## config.mk

```make
export PLATFORM = sky130hd
export DESIGN_NAME = touch_sample_filter_flat
export DESIGN_NICKNAME = d
export VERILOG_FILES = /design/src/tsf_pkg.sv /design/src/tsf_if.sv /design/src/tsf_apb_regs.sv /design/src/tsf_pair_mean.sv /design/src/tsf_scale_unit.sv /design/src/touch_sample_filter.sv /design/src/flat_wrapper.sv
export SDC_FILE = /design/constraint.sdc
export NUM_CORES = 2
export LEC_CHECK = 0
export BUFFER_PORTS_ARGS = -buffer_cell sky130_fd_sc_hd__buf_2
export CORE_MARGIN = 2
export CORE_UTILIZATION = 41
export CTS_CLUSTER_DIAMETER = 40
export DETAILED_ROUTE_END_ITERATION = 16
export SLEW_MARGIN = 20
export SYNTH_ARGS = -nofsm -noshare
export SYNTH_HDL_FRONTEND = slang
export SYNTH_HIERARCHICAL = 1
export SYNTH_SLANG_ARGS = --single-unit
```

## constraint.sdc

```tcl
create_clock -name i_clk -period 13.73 [get_ports i_clk]
set_input_delay 0.6865 -clock i_clk [delete_from_list [all_inputs] [get_ports i_clk]]
set_output_delay 0.6865 -clock i_clk [all_outputs]
set_load 0.05 [all_outputs]
```

## src/tsf_pkg.sv

```systemverilog
// Shared types, register codes and constants for the touch sample filter.
`timescale 1ns / 1ps
`default_nettype none

package tsf_pkg;

    localparam logic [11:0] FULL_SCALE    = 12'hFFF;
    localparam logic [11:0] THRESHOLD_RST = 12'd400;
    localparam logic [11:0] WIDTH_RST     = 12'd320;
    localparam logic [11:0] HEIGHT_RST    = 12'd480;

    typedef enum logic [1:0] {
        REG_THRESHOLD = 2'd0,
        REG_ROTATION  = 2'd1,
        REG_WIDTH     = 2'd2,
        REG_HEIGHT    = 2'd3
    } t_reg_idx;

    typedef enum logic [1:0] {
        ROT_SWAP_FLIP_X = 2'd0,
        ROT_NONE        = 2'd1,
        ROT_SWAP_FLIP_Y = 2'd2,
        ROT_FLIP_BOTH   = 2'd3
    } t_rot;

    localparam t_rot ROTATION_RST = ROT_FLIP_BOTH;

    typedef struct packed {
        logic [11:0] threshold;
        t_rot        rotation;
        logic [11:0] width;
        logic [11:0] height;
        logic        clear_marks;
    } t_cfg;

    typedef struct packed {
        logic [11:0] press_one;
        logic [11:0] press_two;
        logic [11:0] x_first;
        logic [11:0] x_second;
        logic [11:0] x_third;
        logic [11:0] y_first;
        logic [11:0] y_second;
        logic [11:0] y_third;
    } t_in_item;

    typedef struct packed {
        logic [12:0] pressure;
        logic        touched;
        logic [11:0] pos_x;
        logic [11:0] pos_y;
        logic [11:0] screen_x;
        logic [11:0] screen_y;
        logic [11:0] low_x;
        logic [11:0] high_x;
        logic [11:0] low_y;
        logic [11:0] high_y;
    } t_out_item;

    typedef struct packed {
        logic [11:0] pos;
        logic [11:0] lo;
        logic [11:0] hi;
        logic [11:0] size;
    } t_scale_req;

    typedef struct packed {
        logic busy;
        logic done;
    } t_scale_stat;

    typedef enum logic [2:0] {
        ST_IDLE,
        ST_CALC,
        ST_XSTART,
        ST_XWAIT,
        ST_YSTART,
        ST_YWAIT,
        ST_FINISH
    } t_seq_state;

    typedef enum logic [2:0] {
        SC_IDLE,
        SC_MUL,
        SC_LOAD,
        SC_DIV,
        SC_DONE
    } t_scale_state;

endpackage

`default_nettype wire

```

## src/tsf_if.sv

```systemverilog
// Valid/ready channel interfaces for measurement sets and filtered results.
`timescale 1ns / 1ps
`default_nettype none

interface tsf_in_if;
    logic               valid;
    logic               ready;
    tsf_pkg::t_in_item  data;

    modport source (output valid, output data, input ready);
    modport sink   (input valid, input data, output ready);
endinterface

interface tsf_out_if;
    logic               valid;
    logic               ready;
    tsf_pkg::t_out_item data;

    modport source (output valid, output data, input ready);
    modport sink   (input valid, input data, output ready);
endinterface

`default_nettype wire

```

## src/tsf_apb_regs.sv

```systemverilog
// APB configuration registers of the touch sample filter.
`timescale 1ns / 1ps
`default_nettype none

module tsf_apb_regs (
    input  wire logic          i_clk,
    input  wire logic          i_rst_n,
    input  wire logic          psel,
    input  wire logic          penable,
    input  wire logic          pwrite,
    input  wire logic [3:0]    paddr,
    input  wire logic [31:0]   pwdata,
    output logic      [31:0]   prdata,
    output logic               pready,
    output tsf_pkg::t_cfg      o_cfg
);

    logic [11:0]   r_threshold;
    tsf_pkg::t_rot r_rotation;
    logic [11:0]   r_width;
    logic [11:0]   r_height;
    logic          w_wr;

    assign pready = 1'b1;
    assign w_wr   = psel && penable && pwrite;

    always_ff @(posedge i_clk) begin
        if (!i_rst_n) begin
            r_threshold <= tsf_pkg::THRESHOLD_RST;
            r_rotation  <= tsf_pkg::ROTATION_RST;
            r_width     <= tsf_pkg::WIDTH_RST;
            r_height    <= tsf_pkg::HEIGHT_RST;
        end else if (w_wr) begin
            case (tsf_pkg::t_reg_idx'(paddr[3:2]))
                tsf_pkg::REG_THRESHOLD: r_threshold <= pwdata[11:0];
                tsf_pkg::REG_ROTATION:  r_rotation  <= tsf_pkg::t_rot'(pwdata[1:0]);
                tsf_pkg::REG_WIDTH:     r_width     <= pwdata[11:0];
                tsf_pkg::REG_HEIGHT:    r_height    <= pwdata[11:0];
                default: ;
            endcase
        end
    end

    always_comb begin
        case (tsf_pkg::t_reg_idx'(paddr[3:2]))
            tsf_pkg::REG_THRESHOLD: prdata = {20'b0, r_threshold};
            tsf_pkg::REG_ROTATION:  prdata = {30'b0, r_rotation};
            tsf_pkg::REG_WIDTH:     prdata = {20'b0, r_width};
            tsf_pkg::REG_HEIGHT:    prdata = {20'b0, r_height};
            default:                prdata = 32'b0;
        endcase
    end

    // Any rotation write restarts calibration.
    always_comb begin
        o_cfg.threshold   = r_threshold;
        o_cfg.rotation    = r_rotation;
        o_cfg.width       = r_width;
        o_cfg.height      = r_height;
        o_cfg.clear_marks = w_wr &&
                            (tsf_pkg::t_reg_idx'(paddr[3:2]) == tsf_pkg::REG_ROTATION);
    end

endmodule

`default_nettype wire

```

## src/tsf_pair_mean.sv

```systemverilog
// Best-two-of-three filter: mean of the closest pair of three readings.
`timescale 1ns / 1ps
`default_nettype none

module tsf_pair_mean (
    input  wire logic [11:0] i_a,
    input  wire logic [11:0] i_b,
    input  wire logic [11:0] i_c,
    output logic      [11:0] o_mean
);

    logic [11:0] w_dab;
    logic [11:0] w_dac;
    logic [11:0] w_dbc;
    logic [12:0] w_sum;

    assign w_dab = (i_a > i_b) ? (i_a - i_b) : (i_b - i_a);
    assign w_dac = (i_a > i_c) ? (i_a - i_c) : (i_c - i_a);
    assign w_dbc = (i_b > i_c) ? (i_b - i_c) : (i_c - i_b);

    // Ties go to the earlier pair: (a,b), then (a,c), then (b,c).
    always_comb begin
        if (w_dab <= w_dac && w_dab <= w_dbc) begin
            w_sum = {1'b0, i_a} + {1'b0, i_b};
        end else if (w_dac <= w_dab && w_dac <= w_dbc) begin
            w_sum = {1'b0, i_a} + {1'b0, i_c};
        end else begin
            w_sum = {1'b0, i_b} + {1'b0, i_c};
        end
    end

    assign o_mean = w_sum[12:1];

endmodule

`default_nettype wire

```

## src/tsf_scale_unit.sv

```systemverilog
// Shared scaling unit: (pos - lo) * size / (hi - lo) with a restoring divider.
`timescale 1ns / 1ps
`default_nettype none

module tsf_scale_unit (
    input  wire logic               i_clk,
    input  wire logic               i_rst_n,
    input  wire logic               i_start,
    input  wire tsf_pkg::t_scale_req i_req,
    output tsf_pkg::t_scale_stat    o_stat,
    output logic [11:0]             o_quot
);

    tsf_pkg::t_scale_state r_state;
    tsf_pkg::t_scale_state n_state;

    logic [11:0] r_diff;
    logic [11:0] r_den;
    logic [11:0] r_size;
    logic        r_zero;
    logic [23:0] r_num;
    logic [11:0] r_rem;
    logic [11:0] r_low;
    logic [11:0] r_quot;
    logic [3:0]  r_cnt;

    logic        w_sat;
    logic [12:0] w_trial;
    logic        w_qbit;
    logic [11:0] w_rem_next;

    // A quotient of 4096 or more saturates; below that it fits 12 bits.
    assign w_sat      = r_num >= {r_den, 12'b0};
    assign w_trial    = {r_rem, r_low[11]};
    assign w_qbit     = w_trial >= {1'b0, r_den};
    assign w_rem_next = w_qbit ? 12'(w_trial - {1'b0, r_den}) : w_trial[11:0];

    always_ff @(posedge i_clk) begin
        if (!i_rst_n) begin
            r_state <= tsf_pkg::SC_IDLE;
        end else begin
            r_state <= n_state;
        end
    end

    always_comb begin
        case (r_state)
            tsf_pkg::SC_IDLE: n_state = i_start ? tsf_pkg::SC_MUL : tsf_pkg::SC_IDLE;
            tsf_pkg::SC_MUL:  n_state = tsf_pkg::SC_LOAD;
            tsf_pkg::SC_LOAD: n_state = (r_zero || w_sat) ? tsf_pkg::SC_DONE : tsf_pkg::SC_DIV;
            tsf_pkg::SC_DIV:  n_state = (r_cnt == 4'd0) ? tsf_pkg::SC_DONE : tsf_pkg::SC_DIV;
            tsf_pkg::SC_DONE: n_state = tsf_pkg::SC_IDLE;
            default:          n_state = tsf_pkg::SC_IDLE;
        endcase
    end

    always_comb begin
        o_stat.busy = (r_state != tsf_pkg::SC_IDLE);
        o_stat.done = (r_state == tsf_pkg::SC_DONE);
        o_quot      = r_quot;
    end

    always_ff @(posedge i_clk) begin
        case (r_state)
            tsf_pkg::SC_IDLE: begin
                if (i_start) begin
                    r_diff <= i_req.pos - i_req.lo;
                    r_den  <= i_req.hi - i_req.lo;
                    r_size <= i_req.size;
                    r_zero <= (i_req.hi <= i_req.lo) || (i_req.pos < i_req.lo);
                end
            end
            tsf_pkg::SC_MUL: begin
                r_num <= {12'b0, r_diff} * {12'b0, r_size};
            end
            tsf_pkg::SC_LOAD: begin
                r_rem <= r_num[23:12];
                r_low <= r_num[11:0];
                r_cnt <= 4'd11;
                if (r_zero) begin
                    r_quot <= 12'd0;
                end else if (w_sat) begin
                    r_quot <= tsf_pkg::FULL_SCALE;
                end else begin
                    r_quot <= 12'd0;
                end
            end
            tsf_pkg::SC_DIV: begin
                r_rem  <= w_rem_next;
                r_low  <= {r_low[10:0], 1'b0};
                r_quot <= {r_quot[10:0], w_qbit};
                r_cnt  <= r_cnt - 4'd1;
            end
            default: ;
        endcase
    end

endmodule

`default_nettype wire

```

## src/touch_sample_filter.sv

```systemverilog
// Top level of the touch sample filter: sequencer, held position and calibration marks.
//
//   Channel  Direction  Handshake        Carries
//   i_in     in         valid / ready    one measurement set (pressure, 3 X, 3 Y)
//   o_out    out        valid / ready    pressure, touch flag, position, screen, marks
//   APB      in         psel / penable   threshold, rotation, screen width and height
//
// A result is offered after its item's transfer: the CALC state filters and rotates,
// the shared scaling unit runs twice (X, then Y) through start, multiply, load, a
// 12-step restoring division and done, and FINISH loads the output register. A run with
// empty marks, a position below the low mark or a saturated quotient skips the division.
// Input is taken only while the sequencer is idle, i.e. once the last result is loaded;
// an unread result in the output register stalls the next one. Reset is synchronous.
`timescale 1ns / 1ps
`default_nettype none

module touch_sample_filter (
    input  wire logic        i_clk,
    input  wire logic        i_rst_n,
    input  wire logic        psel,
    input  wire logic        penable,
    input  wire logic        pwrite,
    input  wire logic [3:0]  paddr,
    input  wire logic [31:0] pwdata,
    output logic      [31:0] prdata,
    output logic             pready,
    tsf_in_if.sink           i_in,
    tsf_out_if.source        o_out
);

    tsf_pkg::t_cfg         w_cfg;
    tsf_pkg::t_seq_state   r_state;
    tsf_pkg::t_seq_state   n_state;
    tsf_pkg::t_in_item     r_item;
    tsf_pkg::t_out_item    r_out;
    logic                  r_out_valid;

    logic [11:0] r_last_x;
    logic [11:0] r_last_y;
    logic [11:0] r_low_x;
    logic [11:0] r_high_x;
    logic [11:0] r_low_y;
    logic [11:0] r_high_y;
    logic [12:0] r_press;
    logic        r_touch;
    logic [11:0] r_scr_x;
    logic [11:0] r_scr_y;

    logic [12:0] w_press;
    logic        w_touch;
    logic [11:0] w_fx;
    logic [11:0] w_fy;
    logic [11:0] w_rot_x;
    logic [11:0] w_rot_y;
    logic        w_start;
    logic        w_load_out;

    tsf_pkg::t_scale_req  w_req;
    tsf_pkg::t_scale_stat w_stat;
    logic [11:0]          w_quot;

    tsf_apb_regs u_regs (
        .i_clk   (i_clk),
        .i_rst_n (i_rst_n),
        .psel    (psel),
        .penable (penable),
        .pwrite  (pwrite),
        .paddr   (paddr),
        .pwdata  (pwdata),
        .prdata  (prdata),
        .pready  (pready),
        .o_cfg   (w_cfg)
    );

    tsf_pair_mean u_mean_x (
        .i_a    (r_item.x_first),
        .i_b    (r_item.x_second),
        .i_c    (r_item.x_third),
        .o_mean (w_fx)
    );

    tsf_pair_mean u_mean_y (
        .i_a    (r_item.y_first),
        .i_b    (r_item.y_second),
        .i_c    (r_item.y_third),
        .o_mean (w_fy)
    );

    tsf_scale_unit u_scale (
        .i_clk   (i_clk),
        .i_rst_n (i_rst_n),
        .i_start (w_start),
        .i_req   (w_req),
        .o_stat  (w_stat),
        .o_quot  (w_quot)
    );

    assign w_press = {1'b0, tsf_pkg::FULL_SCALE - r_item.press_two} + {1'b0, r_item.press_one};
    assign w_touch = w_press >= {1'b0, w_cfg.threshold};

    always_comb begin
        case (w_cfg.rotation)
            tsf_pkg::ROT_SWAP_FLIP_X: begin
                w_rot_x = tsf_pkg::FULL_SCALE - w_fy;
                w_rot_y = w_fx;
            end
            tsf_pkg::ROT_NONE: begin
                w_rot_x = w_fx;
                w_rot_y = w_fy;
            end
            tsf_pkg::ROT_SWAP_FLIP_Y: begin
                w_rot_x = w_fy;
                w_rot_y = tsf_pkg::FULL_SCALE - w_fx;
            end
            default: begin
                w_rot_x = tsf_pkg::FULL_SCALE - w_fx;
                w_rot_y = tsf_pkg::FULL_SCALE - w_fy;
            end
        endcase
    end

    // The sequencer
    always_ff @(posedge i_clk) begin
        if (!i_rst_n) begin
            r_state <= tsf_pkg::ST_IDLE;
        end else begin
            r_state <= n_state;
        end
    end

    always_comb begin
        case (r_state)
            tsf_pkg::ST_IDLE:   n_state = i_in.valid ? tsf_pkg::ST_CALC : tsf_pkg::ST_IDLE;
            tsf_pkg::ST_CALC:   n_state = tsf_pkg::ST_XSTART;
            tsf_pkg::ST_XSTART: n_state = tsf_pkg::ST_XWAIT;
            tsf_pkg::ST_XWAIT:  n_state = w_stat.done ? tsf_pkg::ST_YSTART : tsf_pkg::ST_XWAIT;
            tsf_pkg::ST_YSTART: n_state = tsf_pkg::ST_YWAIT;
            tsf_pkg::ST_YWAIT:  n_state = w_stat.done ? tsf_pkg::ST_FINISH : tsf_pkg::ST_YWAIT;
            tsf_pkg::ST_FINISH: n_state = w_load_out ? tsf_pkg::ST_IDLE : tsf_pkg::ST_FINISH;
            default:            n_state = tsf_pkg::ST_IDLE;
        endcase
    end

    always_comb begin
        i_in.ready = (r_state == tsf_pkg::ST_IDLE);
        w_start    = (r_state == tsf_pkg::ST_XSTART) || (r_state == tsf_pkg::ST_YSTART);
        // The result register is free once its previous result has been transferred.
        w_load_out = (r_state == tsf_pkg::ST_FINISH) && (!r_out_valid || o_out.ready);
        if (r_state == tsf_pkg::ST_YSTART) begin
            w_req.pos  = r_last_y;
            w_req.lo   = r_low_y;
            w_req.hi   = r_high_y;
            w_req.size = w_cfg.height;
        end else begin
            w_req.pos  = r_last_x;
            w_req.lo   = r_low_x;
            w_req.hi   = r_high_x;
            w_req.size = w_cfg.width;
        end
    end

    // Held position and calibration marks
    always_ff @(posedge i_clk) begin
        if (!i_rst_n) begin
            r_last_x <= 12'd0;
            r_last_y <= 12'd0;
            r_low_x  <= tsf_pkg::FULL_SCALE;
            r_high_x <= 12'd0;
            r_low_y  <= tsf_pkg::FULL_SCALE;
            r_high_y <= 12'd0;
        end else if (w_cfg.clear_marks) begin
            r_low_x  <= tsf_pkg::FULL_SCALE;
            r_high_x <= 12'd0;
            r_low_y  <= tsf_pkg::FULL_SCALE;
            r_high_y <= 12'd0;
        end else if (r_state == tsf_pkg::ST_CALC && w_touch) begin
            r_last_x <= w_rot_x;
            r_last_y <= w_rot_y;
            if (w_rot_x < r_low_x)  r_low_x  <= w_rot_x;
            if (w_rot_x > r_high_x) r_high_x <= w_rot_x;
            if (w_rot_y < r_low_y)  r_low_y  <= w_rot_y;
            if (w_rot_y > r_high_y) r_high_y <= w_rot_y;
        end
    end

    // Item datapath
    always_ff @(posedge i_clk) begin
        case (r_state)
            tsf_pkg::ST_IDLE: begin
                if (i_in.valid) r_item <= i_in.data;
            end
            tsf_pkg::ST_CALC: begin
                r_press <= w_touch ? w_press : 13'd0;
                r_touch <= w_touch;
            end
            tsf_pkg::ST_XWAIT: begin
                if (w_stat.done) r_scr_x <= w_quot;
            end
            tsf_pkg::ST_YWAIT: begin
                if (w_stat.done) r_scr_y <= w_quot;
            end
            default: ;
        endcase
    end

    always_ff @(posedge i_clk) begin
        if (w_load_out) begin
            r_out.pressure <= r_press;
            r_out.touched  <= r_touch;
            r_out.pos_x    <= r_last_x;
            r_out.pos_y    <= r_last_y;
            r_out.screen_x <= r_scr_x;
            r_out.screen_y <= r_scr_y;
            r_out.low_x    <= r_low_x;
            r_out.high_x   <= r_high_x;
            r_out.low_y    <= r_low_y;
            r_out.high_y   <= r_high_y;
        end
    end

    always_ff @(posedge i_clk) begin
        if (!i_rst_n) begin
            r_out_valid <= 1'b0;
        end else if (w_load_out) begin
            r_out_valid <= 1'b1;
        end else if (o_out.ready) begin
            r_out_valid <= 1'b0;
        end
    end

    assign o_out.valid = r_out_valid;
    assign o_out.data  = r_out;

`ifndef SYNTHESIS
    a_touch_within_marks: assert property (@(posedge i_clk) disable iff (!i_rst_n)
        (o_out.valid && o_out.data.touched) |->
        (o_out.data.low_x <= o_out.data.pos_x && o_out.data.pos_x <= o_out.data.high_x &&
         o_out.data.low_y <= o_out.data.pos_y && o_out.data.pos_y <= o_out.data.high_y))
        else $error("touched result lies outside its calibration marks");

    a_no_touch_zero_press: assert property (@(posedge i_clk) disable iff (!i_rst_n)
        (o_out.valid && !o_out.data.touched) |-> (o_out.data.pressure == 13'd0))
        else $error("untouched result carries a nonzero pressure");

    a_scale_start_idle: assert property (@(posedge i_clk) disable iff (!i_rst_n)
        w_start |-> !w_stat.busy)
        else $error("scaling unit started while busy");

    a_result_after_scale: assert property (@(posedge i_clk) disable iff (!i_rst_n)
        w_load_out |-> (r_state == tsf_pkg::ST_FINISH && $past(r_state) != tsf_pkg::ST_IDLE))
        else $error("result loaded outside the finishing step");
`endif

endmodule

`default_nettype wire
```

## src/flat_wrapper.sv

```systemverilog
// flat-port wrapper written by rule: the top's interface ports become plain ports
module touch_sample_filter_flat 
  (i_clk, i_rst_n, psel, penable, pwrite, paddr, pwdata, prdata, pready, i_in_valid, i_in_data, i_in_ready, o_out_valid, o_out_data, o_out_ready);
  tsf_in_if i_in_i ();
  tsf_out_if o_out_i ();
  input  wire logic i_clk;
  input  wire logic i_rst_n;
  input  wire logic psel;
  input  wire logic penable;
  input  wire logic pwrite;
  input  wire logic [3:0] paddr;
  input  wire logic [31:0] pwdata;
  output logic      [31:0] prdata;
  output logic pready;
  input wire logic [$bits(i_in_i.valid)-1:0] i_in_valid;
  input wire logic [$bits(i_in_i.data)-1:0] i_in_data;
  output wire logic [$bits(i_in_i.ready)-1:0] i_in_ready;
  output wire logic [$bits(o_out_i.valid)-1:0] o_out_valid;
  output wire logic [$bits(o_out_i.data)-1:0] o_out_data;
  input wire logic [$bits(o_out_i.ready)-1:0] o_out_ready;
  assign i_in_i.valid = i_in_valid;
  assign i_in_i.data = i_in_data;
  assign i_in_ready = i_in_i.ready;
  assign o_out_valid = o_out_i.valid;
  assign o_out_data = o_out_i.data;
  assign o_out_i.ready = o_out_ready;
  touch_sample_filter u_core (.i_clk(i_clk), .i_rst_n(i_rst_n), .psel(psel), .penable(penable), .pwrite(pwrite), .paddr(paddr), .pwdata(pwdata), .prdata(prdata), .pready(pready), .i_in(i_in_i), .o_out(o_out_i));
endmodule
```

### Yosys cells after proc, flatten, opt, wreduce, memory -nomap -nowiden

Cells that the tools add are included.

| word-level totals | value |
|---|---|
| register bits after elaboration | 462 |
| input port bits | 139 |
| output and inout bits | 145 |

| cells by class | value |
|---|---|
| add/subtract/negate cells | 26 |
| reduce and logical (&&, ||, !) cells | 35 |
| $mul | 1 |
| bitwise gates (word level) | 2 |
| equality and inequality tests | 15 |
| magnitude comparators | 23 |
| muxes and demuxes | 32 |

Operators with widths:

| operator | count |
|---|---|
| 12-bit subtractor | 15 |
| 32-bit one-hot mux with 4 select lines | 1 |
| 12-bit <= comparator | 9 |
| 12-bit 2-to-1 mux | 9 |
| 12-bit > comparator | 8 |
| 12-bit by 12-bit adder with 13-bit output | 7 |
| 12-bit one-hot mux with 2 select lines | 3 |
| 12-bit one-hot mux with 3 select lines | 2 |
| 13-bit 2-to-1 mux | 4 |
| 48-bit 2-to-1 mux | 1 |
| 12-bit < comparator | 3 |
| 12-bit subtractor (first input constant) | 3 |
| 13-bit by 12-bit >= comparator with 1-bit output | 2 |
| 2-bit AND reduction | 13 |
| 24-bit >= comparator | 1 |
| 12-bit by 12-bit multiplier with 24-bit output | 1 |
| 3-bit one-hot mux with 7 select lines | 1 |
| 3-bit by 2-bit == test with 1-bit output (second input constant) | 4 |
| 3-bit == test (second input constant) | 4 |
| 3-bit 2-to-1 mux | 4 |
| 3-bit one-hot mux with 4 select lines | 1 |
| 1-bit logical AND | 9 |
| 4-bit one-hot mux with 2 select lines | 1 |
| 2-bit == test (second input constant) | 3 |
| 13 further kinds | 25 |

### Longest topological paths before layout

| depth | value |
|---|---|
| depth in word-level cells | 10 |
| depth in mapped cells | 46 |
| depth with buffers taken out | 42 |

### Hierarchy

Netlist, hierarchy kept.

Modules (own cells, without submodules):

| module | times used | sequential area each (um^2) | area each (um^2) | cells each |
|---|---|---|---|---|
| touch_sample_filter | 1 | 8,848.5 | 13,492.9 | 1,019 |
| tsf_scale_unit | 1 | 3,093.0 | 10,437.5 | 1,073 |
| tsf_pair_mean (u_core.u_mean_y) | 1 | 0.0 | 5,213.8 | 716 |
| tsf_pair_mean (u_core.u_mean_x) | 1 | 0.0 | 4,973.5 | 666 |
| tsf_apb_regs | 1 | 760.7 | 1,925.6 | 213 |

### Least setup slack after synthesis

Ideal clock, no wire load.

| timing path | value |
|---|---|
| path kind | register to register |
| from | reg u_core/r_item[48] (netlist name) |
| to | reg u_core.r_high_x[10] |
| clock period less this slack | 9,080 ps |
| data arrival time | 9,010 ps |
| path buffers | 3 |
| path slack | 4,650 ps |
| stages on the path, launching flop included | 44 |
| data required time | 13,660 ps |
| cells stage by stage | edfxtp_1 inv_1 ha_1 inv_1 fa_1 a21o_1 a21o_1 a21o_1 a2111oi_2 o31ai_1 a21oi_1 buf_2 nor2_1 a221o_1 a221oi_1 xor2_1 ha_1 nand4_1 [... 8 more ...] a21oi_1 o21bai_1 a21oi_1 o21bai_1 a21oi_1 o21bai_1 a2111oi_0 nor3_1 mux2_2 a21oi_1 xnor2_1 ha_1 nand4_1 or3_1 o31ai_1 clkbuf_1 o21ai_0 a21oi_1 |

| between the ends | value |
|---|---|
| longest elaborated chain between the ends | 10 |
| elaborated cells between the ends (all ways) | 22 |
| classes of those cells | add/sub (7); order compare (7); mux (5); reduce/logical (3) |

Ends and longest elaborated chain:

| what | RTL line | text |
|---|---|---|
| start: declaration | touch_sample_filter.sv:34 | `tsf_pkg::t_in_item r_item;` |
| start signal: assignment | touch_sample_filter.sv:190 | `if (i_in.valid) r_item <= i_in.data;` |
| 12-bit subtractor (tied with other cells) | tsf_pair_mean.sv:17 | `assign w_dab = (i_a > i_b) ? (i_a - i_b) : (i_b - i_a);` |
| 12-bit 2-to-1 mux, on equally long branches | tsf_pair_mean.sv:17, tsf_pair_mean.sv:19 |  |
| 12-bit <= comparator | tsf_pair_mean.sv:25 | `end else if (w_dac <= w_dab && w_dac <= w_dbc) begin` |
| 1-bit logical AND | tsf_pair_mean.sv:25 |  |
| 13-bit 2-to-1 mux | tsf_pair_mean.sv:25 |  |
| 13-bit 2-to-1 mux (*) | tsf_pair_mean.sv:23 | `if (w_dab <= w_dac && w_dab <= w_dbc) begin` |
| via u_core.w_fx[11] | touch_sample_filter.sv:51 | `logic [11:0] w_fx;` |
| 12-bit subtractor | touch_sample_filter.sv:116 | `w_rot_x = tsf_pkg::FULL_SCALE - w_fx;` |
| 12-bit one-hot mux with 3 select lines (*) | touch_sample_filter.sv:102 | `case (w_cfg.rotation)` |
| via u_core.w_rot_x[11] | touch_sample_filter.sv:53 | `logic [11:0] w_rot_x;` |
| 12-bit > comparator (*) | touch_sample_filter.sv:180 | `if (w_rot_x > r_high_x) r_high_x <= w_rot_x;` |
| 2-bit AND reduction (no source line) (*) | -- |  |
| end signal: assignment | touch_sample_filter.sv:180 |  |
| end: declaration | touch_sample_filter.sv:41 | `logic [11:0] r_high_x;` |

The timed path passes the listed nets; every way through them passes the cells marked *.
A chain may end at the register's enable or synchronous reset.

### Worst setup path after layout

| timing path | value |
|---|---|
| from | reg u_core/r_item[37] (netlist name) |
| to | reg u_core.r_low_y[2] |

| between the ends | value |
|---|---|
| longest elaborated chain between the ends | 10 |
| elaborated cells between the ends (all ways) | 22 |
| classes of those cells | add/sub (7); order compare (7); mux (5); reduce/logical (3) |

Ends and longest elaborated chain:

| what | RTL line | text |
|---|---|---|
| 12-bit subtractor (tied with other cells) | tsf_pair_mean.sv:18 | `assign w_dac = (i_a > i_c) ? (i_a - i_c) : (i_c - i_a);` |
| 12-bit 2-to-1 mux, on equally long branches | tsf_pair_mean.sv:18, tsf_pair_mean.sv:19 |  |
| 12-bit <= comparator | tsf_pair_mean.sv:25 |  |
| 1-bit logical AND | tsf_pair_mean.sv:25 |  |
| 13-bit 2-to-1 mux | tsf_pair_mean.sv:25 |  |
| 13-bit 2-to-1 mux (*) | tsf_pair_mean.sv:23 |  |
| via u_core.w_fx[9] | touch_sample_filter.sv:51 |  |
| 12-bit subtractor | touch_sample_filter.sv:113 | `w_rot_y = tsf_pkg::FULL_SCALE - w_fx;` |
| 12-bit one-hot mux with 3 select lines (*) | touch_sample_filter.sv:102 |  |
| via u_core.w_rot_y[9] | touch_sample_filter.sv:54 | `logic [11:0] w_rot_y;` |
| 12-bit < comparator (*) | touch_sample_filter.sv:181 | `if (w_rot_y < r_low_y) r_low_y <= w_rot_y;` |
| 2-bit AND reduction (no source line) (*) | -- |  |
| end signal: assignment | touch_sample_filter.sv:169 | `r_low_y <= tsf_pkg::FULL_SCALE;` |
| end signal: assignment | touch_sample_filter.sv:174 | `r_low_y <= tsf_pkg::FULL_SCALE;` |
| end signal: assignment | touch_sample_filter.sv:181 |  |
| end: declaration | touch_sample_filter.sv:42 | `logic [11:0] r_low_y;` |

Marks and branches as above.

==> metrics <==
HPWL Detailed a little under 80000 um; initial core utilization 0.415; leakage power approximately 18 nW; vias in the first global route between 20000 and 30000; synth warn 6; H-tree Lvls 3; fin crit period ~11 ns; Wirelength per Cell roughly 19 um; clock sinks ~460; Clock Latency Late Sink between 0.6 and 0.7 ns; worst endpoint required time 14.28 ns; worst relative slew slack 0.256; crit-path max cell delay 0.59 ns; most frequent cells in the layout ha_1, inv_1, nand2_1, edfxtp_1, a21oi_1; via count about 27000; post-CTS sizing 0; CP Capture Type register; RSZ-0062 raised after global routing no; Num CTS Buffers between 70 and 80; GRT Overall Usage 0.211; worst r2r src u_core/r_item[37]; # Max-Cap Violations 0; root buffer cell clkbuf_16; Total Neg Setup Slack 0 ns; CTS Hold Buffers Added 0; final wirelength 96800 um; die width between 300 and 400 um; fin crit share 0.813; Setup Crit Path Kind register to register; Rows 108; drt first pass iters 6; CP Launch Type register; Worst path slowest cell edfxtp_1; GPL Wtd Cong around 0.90; boundary pin count 284; worst-margin pin slew between 1 and 1.5 ns; Hold Startpoint i_in_data[57]; Area Growth Syn to Fin 13.6%; vias per std cell ~5.4; worst hold path type input pin to register; Peak VDD IR 0.182 mV; R2R Path End u_core/r_low_y[2]; Worst Skew approximately 0.035 ns; DRT antenna net count 0; fraction of layout cells with a size suffix above 1 0.132; commonest non-fill, non-tap cell in the layout ha_1; post-route cell area 40900 um^2; setup bufs post-CTS 0; DRC 0; initial antenna violation count 5; Final Hold Viols 0; Final Net Count 4586; power per cell area 227 nW/um^2; IO Port Bufs 240; Netlist Area Pre-Place 36000 um^2; core area just under 90000 um^2; flop-to-flop setup slack 2.57 ns; hold depth 1; Max Root-Sink Buffers 3; DR iter-0 viols between 1500 and 2000; final setup violation count 0; CTS tree built; Hold Path Sink u_core/r_item[57]; first-pass GRT wire length ~150000 um; Post-Syn Area per Cell around 9.8 um^2; DIE AREA about 90000 um^2; R2R depth 41; total congestion overflow 0; post-placement cell area 38300 um^2; max-slew violation count 0; arrival time at the worst endpoint about 12 ns; Worst-path clk slew about 0.06 ns; Cells after Synth 3686; largest net degree at the start of global routing between 70 and 80; outcome completed; f_max roughly 90 MHz; crit path max fanout 22; Chip Height about 300 um
## layout make-up
class | instances | area, um^2
flip-flops and latches | 462 | 12700
repair buffers | 274 | 1460
clock buffers | 86 | 2060
multi-input cells | 2668 | 21100
inverters | 410 | 1540
diodes | 1 | 2.50
fillers | 8174 | 46000
well taps | 1155 | 1450
clock inverters | 54 | 608
## how the worst max path moves through the flow
stage,start,end,slack [ns],cells after the start
3_3_place_gp,u_core/r_item[60],u_core/r_low_y[10],2.86,42
5_1_grt,u_core/r_item[37],u_core/r_high_x[10],1.79,42
2_1_floorplan,u_core/r_item[48],u_core/r_high_x[10],4.65,43
4_1_cts,u_core/r_item[37],u_core/r_low_y[2],2.73,41
6_report,u_core/r_item[37],u_core/r_low_y[2],2.57,41
3_5_place_dp,u_core/r_item[37],u_core/r_low_y[3],2.78,41
## flip-flops by register name, indices dropped and copies added, names as in the netlist, 13 cells and up
signal,cells
u_core/u_scale/r_num,24
u_core/o_out.data,110
u_core/r_press,13
u_core/r_item,96
## power by group
part / internal (W) / switching [W] / total [W] / leakage [nW]
logic: 0.00214 / 0.00319 / 0.00534 / 12.8
clock network: 0.00124 / 0.000731 / 0.00197 / 1.30
registers: 0.00180 / 0.000205 / 0.00200 / 4.13
## per-stage QoR
step | total power [W] | util | worst slack [ns] | hold slack, ns | cells
after floorplan | 0.00583 | - | 4.65 | 0.400 | 3705
after global placement | 0.00725 | 0.440 | 2.86 | 0.401 | 4969
after detailed placement | 0.00731 | 0.440 | 2.78 | 0.405 | 4969
after CTS | 0.00933 | 0.471 | 2.73 | 0.188 | 5109
after global routing | 0.0101 | 0.471 | 1.79 | 0.203 | 5109
final | 0.00931 | 0.471 | 2.57 | 0.229 | 5110
## critical path: cells and delay by family, from the launching register on
kind,cells,cell delay [ns]
mux,3,0.61
fa+ha+maj,4,1.59
buf+inv,3,0.76
simple gates,5,1.02
compound gates,23,5.57
xor+xnor,3,0.91
flops,1,0.59
## metal layers
layer,vias up,part of all wire,global-route usage
met4,2,0.024,0.0631
met5,-,0.00013,0
met3,137,0.054,0.0289
met2,766,0.47,0.349
li1,13500,-,-
met1,13000,0.45,0.288
No activity file was read; power rests on OpenSTA's default activity.
